`config.mk`:
```
export PLATFORM = sky130hd
export DESIGN_NAME = cbsm_div
export DESIGN_NICKNAME = d
export VERILOG_FILES = /design/src/rtl/cbsm_pkg.sv /design/src/rtl/cbsm_div.sv
export SDC_FILE = /design/constraint.sdc
export NUM_CORES = 1
export LEC_CHECK = 0
export BUFFER_PORTS_ARGS = -buffer_cell sky130_fd_sc_hd__buf_2
export CAP_MARGIN = 20
export CORE_MARGIN = 3
export CORE_UTILIZATION = 43
export CTS_CLUSTER_DIAMETER = 60
export DETAILED_ROUTE_END_ITERATION = 10
export GPL_TIMING_DRIVEN = 0
export HOLD_SLACK_MARGIN = 0.06
export PLACE_DENSITY = 0.68
export RECOVER_POWER = 25
export SYNTH_ARGS = -nofsm -noshare
export SYNTH_HDL_FRONTEND = slang
export SYNTH_SLANG_ARGS = --single-unit
```
`constraint.sdc`:
```
create_clock -name clk -period 5.9 [get_ports clk]
set_clock_uncertainty 0.15 [all_clocks]
set_input_delay 1.18 -clock clk [delete_from_list [all_inputs] [get_ports clk]]
set_output_delay 1.18 -clock clk [all_outputs]
set_load 0.02 [all_outputs]
```
`src/rtl/cbsm_pkg.sv`:
```
package cbsm_pkg;

  localparam int MAX_PIXELS = 65536;
  localparam int ADDR_W     = $clog2(MAX_PIXELS);
  localparam int CNT_W      = ADDR_W + 1;
  localparam int SUM_W      = ADDR_W + 8;
  localparam int NUM_CH     = 3;
  localparam int PIX_W      = 8 * NUM_CH;

  localparam logic [CNT_W-1:0] MAX_COUNT = CNT_W'(MAX_PIXELS);

  localparam logic [1:0] ACT_BACKGROUND = 2'd0;
  localparam logic [1:0] ACT_FRAME      = 2'd1;
  localparam logic [1:0] ACT_DRAIN      = 2'd2;
  localparam logic [1:0] ACT_IGNORED    = 2'd3;

  localparam logic [1:0] STATUS_OK       = 2'd0;
  localparam logic [1:0] STATUS_NO_BG    = 2'd1;
  localparam logic [1:0] STATUS_MISMATCH = 2'd2;

  typedef logic [7:0]              chan_t;
  typedef logic signed [8:0]       offset_t;
  typedef logic [SUM_W-1:0]        sum_t;
  typedef logic [CNT_W-1:0]        count_t;
  typedef logic [PIX_W-1:0]        pix_word_t;

  typedef struct packed {
    logic [1:0] action;
    chan_t      blue;
    chan_t      green;
    chan_t      red;
    logic       end_of_image;
  } pixel_t;

  typedef struct packed {
    chan_t      diff_blue;
    chan_t      diff_green;
    chan_t      diff_red;
    logic       last_pixel;
    logic [1:0] status;
  } result_t;

  typedef struct packed {
    logic   go;
    logic   enable;
    count_t count;
  } div_req_t;

  typedef struct packed {
    logic busy;
    logic done;
  } div_rsp_t;

  typedef enum logic [1:0] {
    DV_IDLE,
    DV_SETUP,
    DV_STEP,
    DV_ROUND
  } div_state_t;

endpackage

```
`src/rtl/cbsm_div.sv`:
```
module cbsm_div
  import cbsm_pkg::*;
(
  input  logic     clk,
  input  logic     rst,
  input  div_req_t req,
  input  sum_t     bg_sums [NUM_CH],
  input  sum_t     fr_sums [NUM_CH],
  output div_rsp_t rsp,
  output offset_t  offsets [NUM_CH]
);

  div_state_t state, state_next;

  logic [1:0]   ch;
  logic [2:0]   step;
  logic         neg;
  logic         en;
  chan_t        mag_lo;
  count_t       rem;
  chan_t        quo;

  logic [SUM_W:0]   num;
  logic [SUM_W:0]   mag_full;
  logic [CNT_W:0]   trial;
  logic [CNT_W:0]   den_ext;
  logic [CNT_W:0]   twice_rem;
  logic             round_up;
  logic [8:0]       quo_round;
  offset_t          quo_signed;

  // The quotient never exceeds 255 because every channel value does not, so
  // eight restoring steps on the low byte cover the whole magnitude.
  always_comb begin
    num       = {1'b0, bg_sums[ch]} - {1'b0, fr_sums[ch]};
    mag_full  = num[SUM_W] ? (~num + 1'b1) : num;
    den_ext   = {1'b0, req.count};
    trial     = {rem, mag_lo[7]};
    twice_rem = {rem, 1'b0};
    round_up  = (twice_rem > den_ext) || ((twice_rem == den_ext) && quo[0]);
    quo_round = {1'b0, quo} + {8'd0, round_up};
    quo_signed = neg ? offset_t'(-quo_round) : offset_t'(quo_round);
  end

  always_comb begin
    state_next = state;
    rsp.busy   = (state != DV_IDLE);
    rsp.done   = 1'b0;
    unique case (state)
      DV_IDLE: begin
        if (req.go) begin
          state_next = DV_SETUP;
        end
      end
      DV_SETUP: begin
        state_next = DV_STEP;
      end
      DV_STEP: begin
        if (step == 3'd7) begin
          state_next = DV_ROUND;
        end
      end
      DV_ROUND: begin
        if (ch == 2'(NUM_CH - 1)) begin
          state_next = DV_IDLE;
          rsp.done   = 1'b1;
        end else begin
          state_next = DV_SETUP;
        end
      end
      default: state_next = DV_IDLE;
    endcase
  end

  always_ff @(posedge clk) begin
    if (rst) begin
      state <= DV_IDLE;
    end else begin
      state <= state_next;
    end
  end

  always_ff @(posedge clk) begin
    if (rst) begin
      for (int i = 0; i < NUM_CH; i++) begin
        offsets[i] <= '0;
      end
    end else if (state == DV_ROUND) begin
      offsets[ch] <= en ? quo_signed : '0;
    end
  end

  always_ff @(posedge clk) begin
    unique case (state)
      DV_IDLE: begin
        ch <= '0;
        en <= req.enable;
      end
      DV_SETUP: begin
        neg    <= num[SUM_W];
        rem    <= {1'b0, mag_full[SUM_W-1:8]};
        mag_lo <= mag_full[7:0];
        quo    <= '0;
        step   <= '0;
      end
      DV_STEP: begin
        if (trial >= den_ext) begin
          rem <= count_t'(trial - den_ext);
          quo <= {quo[6:0], 1'b1};
        end else begin
          rem <= trial[CNT_W-1:0];
          quo <= {quo[6:0], 1'b0};
        end
        mag_lo <= {mag_lo[6:0], 1'b0};
        step   <= step + 3'd1;
      end
      DV_ROUND: begin
        ch <= ch + 2'd1;
      end
      default: ch <= '0;
    endcase
  end

endmodule

```
==> results.md <==
- Largest net degree at the start of global routing: 39
- Max-cap violation count: 1
- # resized after CTS: 0
- Slowest stage cell, crit path: or4_1
- Clock Sinks: 69
- Syn_nets: around 1100
- Setup TNS: 0 ns
- Layout Nets: between 1000 and 1500
- Routed WL: ~20000 microns
- Synth top area share: ~17%
- Worst path arrival time: between 5 and 6 ns
- Met3 wire len: between 1000 and 1500 microns
- Initial Utilization: 44.7%
- Top delay family on crit path: compound AO/OA/AOI/OAI gates
- Setup Fix Bufs, Post-CTS: 0
- Async S/R FF share, synth: 0%
- Initial antenna violation count: 0
- Crit path cell chain: clkbuf_1 > nor2_1 > clkbuf_1 > buf_1 > a21oi_1 > fa_1 > a21o_1 > a221oi_4 > o21ai_2 > xnor2_2 > o221ai_2 > or4_1 > or4_4 > o31ai_2 > xnor2_1 > mux2_2
- Wl on met1: approximately 8600 microns
- CP max FO: 10
- DR vias: around 6900
- CP Class: reg -> reg
- # setup viols final: 0
- First-pass GRT wire length: 31800 microns
- Least-Margin Pin Slew: ~1.5 ns
- Latest clock arrival within the worst-skew pair: between 0.3 and 0.4 ns
- Syn_area_per_cell: between 7 and 8 sq um
- Die Y: about 130 microns
- I/O pins: ~190
- Layout cell share with drive strength beyond 1: a little over a fifth
- Leak Pwr: approximately 3.7 nW
- FF+latch count, synth: just under 70
- DR iter-0 viols: 447
- Bufs and invs on worst path: 3
- Seq/Total Area, Yosys: around a quarter
- RSZ-0062 raised after global routing: false
- Slew Viols, Final: 39
- Cell Pwr Density: between 700 and 800 mW/mm^2
- Violated checks: max-capacitance violations, max-slew violations
- Worst path required time: ~5.8 ns
- Synth Instances: slightly below 900
- Hold Crit Class: reg -> reg
- FF-to-FF path depth: 16
- Clk pin slew, worst setup/hold paths: roughly 0.06 ns
- Vias/cell: 5.38
- Die W: approximately 130 microns
- R2r setup slk: between 0.3 and 0.4 ns
- CTS root buf: clkbuf_16
- CTS tree: built
- Port bufs: between 150 and 200
- Reg2reg end: rem[12]
- Most Frequent Cell on Critical Path: clkbuf_1
- Area growth syn-to-layout: 22.5%
- Highest Signal Layer: met4
- Top cells by area, synth: edfxtp_1 17%, ha_1 10%, dfxtp_1 8.4%
- Diode count: 0
- Min-Delay Endpoint: offsets[22]
- Routed len/inst: ~15 microns
- Hold path start: offsets[22]
- Vias in the first global route: 6671
- Worst hold path depth: 2
- Core area: 0.0154 sq mm
- DRC errors left: 0
- Dominant synthesized flop cell: edfxtp_1
- Post-synth top area cell: edfxtp_1
- Util after Layout: between 50% and 60%
- Final hold vios: 0
- CTS buffer count: 9
- CTS Hold Bufs: 0
- Die ar.: 0.0176 sq mm
- Final period utilization: 94.2%
- Peak VDD IR: roughly 0.00033 V
- Core Rows: between 40 and 50
- Placed wire-length estimate: 16000 microns
- Worst reg2reg startpoint: ch[0]
- Fmax: 180 MHz
- Total iterations of the first detailed-routing run: 5
- Ys Warns: 0
- GPL Wtd Cong: about 0.89
- Max Buffers Root-to-Sink: 2
- Met2 Wirelength: around 9400 microns
- Mapped Area: just under 0.007 sq mm
- Global route overflow: 0
- Tmin final: 5.56 ns
- Global Route Usage Sum: a little over a fifth
- Remaining antenna violation count after routing: 0
- Crit path launch type: flip-flop
- CP endpoint kind: flip-flop
- Yosys cell types: between 60 and 70
- Worst path max stage delay: approximately 0.57 ns
- Pwr Total: just over 0.006 W
- Post-synth EDFFs: 40
- H-Tree Level Count: 3
- Outcome: complete, but fails checks
- Max-slew headroom: -1.90%
## worst reg2reg max path: stages, from the launching register on
cell	delay, ns
edfxtp_1	0.41
clkbuf_1	0.20
nor2_1	0.26
clkbuf_1	0.39
buf_1	0.40
a21oi_1	0.21
fa_1	0.45
a21o_1	0.21
a221oi_4	0.42
o21ai_2	0.16
xnor2_2	0.26
o221ai_2	0.17
or4_1	0.57
or4_4	0.47
o31ai_2	0.21
xnor2_1	0.11
mux2_2	0.27
## state kept, by name, indices dropped and copies added (netlist names)
signal   count
en           1
ch           2
neg          1
rem         17
offsets     27
mag_lo       8
quo          8
step         3
state        2
## Yosys cell counts, types with 19 or more instances
cell	instances
a21o_1	20
nor2_1	60
xnor2_1	31
o21ai_0	65
mux2i_1	55
edfxtp_1	40
ha_1	55
nand3_1	33
xor2_1	26
nand2_1	109
a21oi_1	91
and2_1	19
inv_1	38
dfxtp_1	29
clkbuf_1	31
## cell usage in the layout (no fill, tap or decap), drive strengths merged, types with 4 or more instances in the layout
master and instances:
ha 55, o21ai 73, nand2b 10, nor3 10, buf 201, o31ai 9, xnor2 32, nand4 5
and3 9, or3 5, a21oi 92, edfxtp 40, dfxtp 29, o21a 14, inv 41, nand3 33
xor2 26, a21o 20, mux2i 55, nor2 60, nor2b 9, a31oi 4, a211oi 5, clkbuf 45
o211ai 6, nand2 109, a21boi 4, o21bai 4, and2 19, or4 6
## worst max path at each step
stage,startpoint,endpoint,slack [ns],cells past startpoint
6_report,ch[0],rem[12],0.34,16
4_1_cts,ch[0],rem[12],0.17,18
3_3_place_gp,ch[0],rem[12],0.25,18
2_1_floorplan,bg_sums[24],rem[12],0.89,16
3_5_place_dp,ch[0],rem[12],0.20,18
5_1_grt,ch[0],rem[9],0.03,18
## per-layer routing
layer | vias up | GRT usage [%]
met3 | 31 | 2.62
met4 | 0 | 7.33
li1 | 3545 | -
met2 | 224 | 37.5
met5 | - | 0
met1 | 3132 | 27.8
## final cells by class
class	count	area (sq um)
buffer	42	161
clock buffer	12	289
clock inverter	4	32.5
fill	1503	6980
inverter	39	146
multi-input combinational	719	4810
sequential	69	1780
tap	211	264
timing repair buffer	192	961
## stage by stage
step / hold WS [ns] / setup slack, ns / cell area [sq um] / cells
2_1_floorplan: 0.350 / 0.893 / 6900 / 869
3_3_place_gp: 0.291 / 0.247 / 8120 / 1272
3_5_place_dp: 0.295 / 0.204 / 8130 / 1272
4_1_cts: 0.303 / 0.172 / 8450 / 1288
5_1_grt: 0.316 / 0.0297 / 8450 / 1288
6_report: 0.299 / 0.340 / 8450 / 1288
## power breakdown
part | total (W) | switching (W) | internal, W
sequential | 0.00102 | 0.000112 | 0.000909
clock | 0.000561 | 0.000210 | 0.000351
combinational | 0.00450 | 0.00268 | 0.00182
total | 0.00608 | 0.00300 | 0.00308
## logic make-up (layout without fill, tap and decap cells)
family	count (synthesis)	in the layout	share of synthesized area, %
buffers and inverters	81	289	4.43
and+or+nand+nor	288	288	19.9
AOI/OAI and AO/OA	258	258	23.3
DFF	69	69	25.8
adders and majority gates	57	57	10.6
xor gates and xnor gates	58	58	7.47
muxes	58	58	8.47
Note: power is estimated with default switching activity, not from simulation.
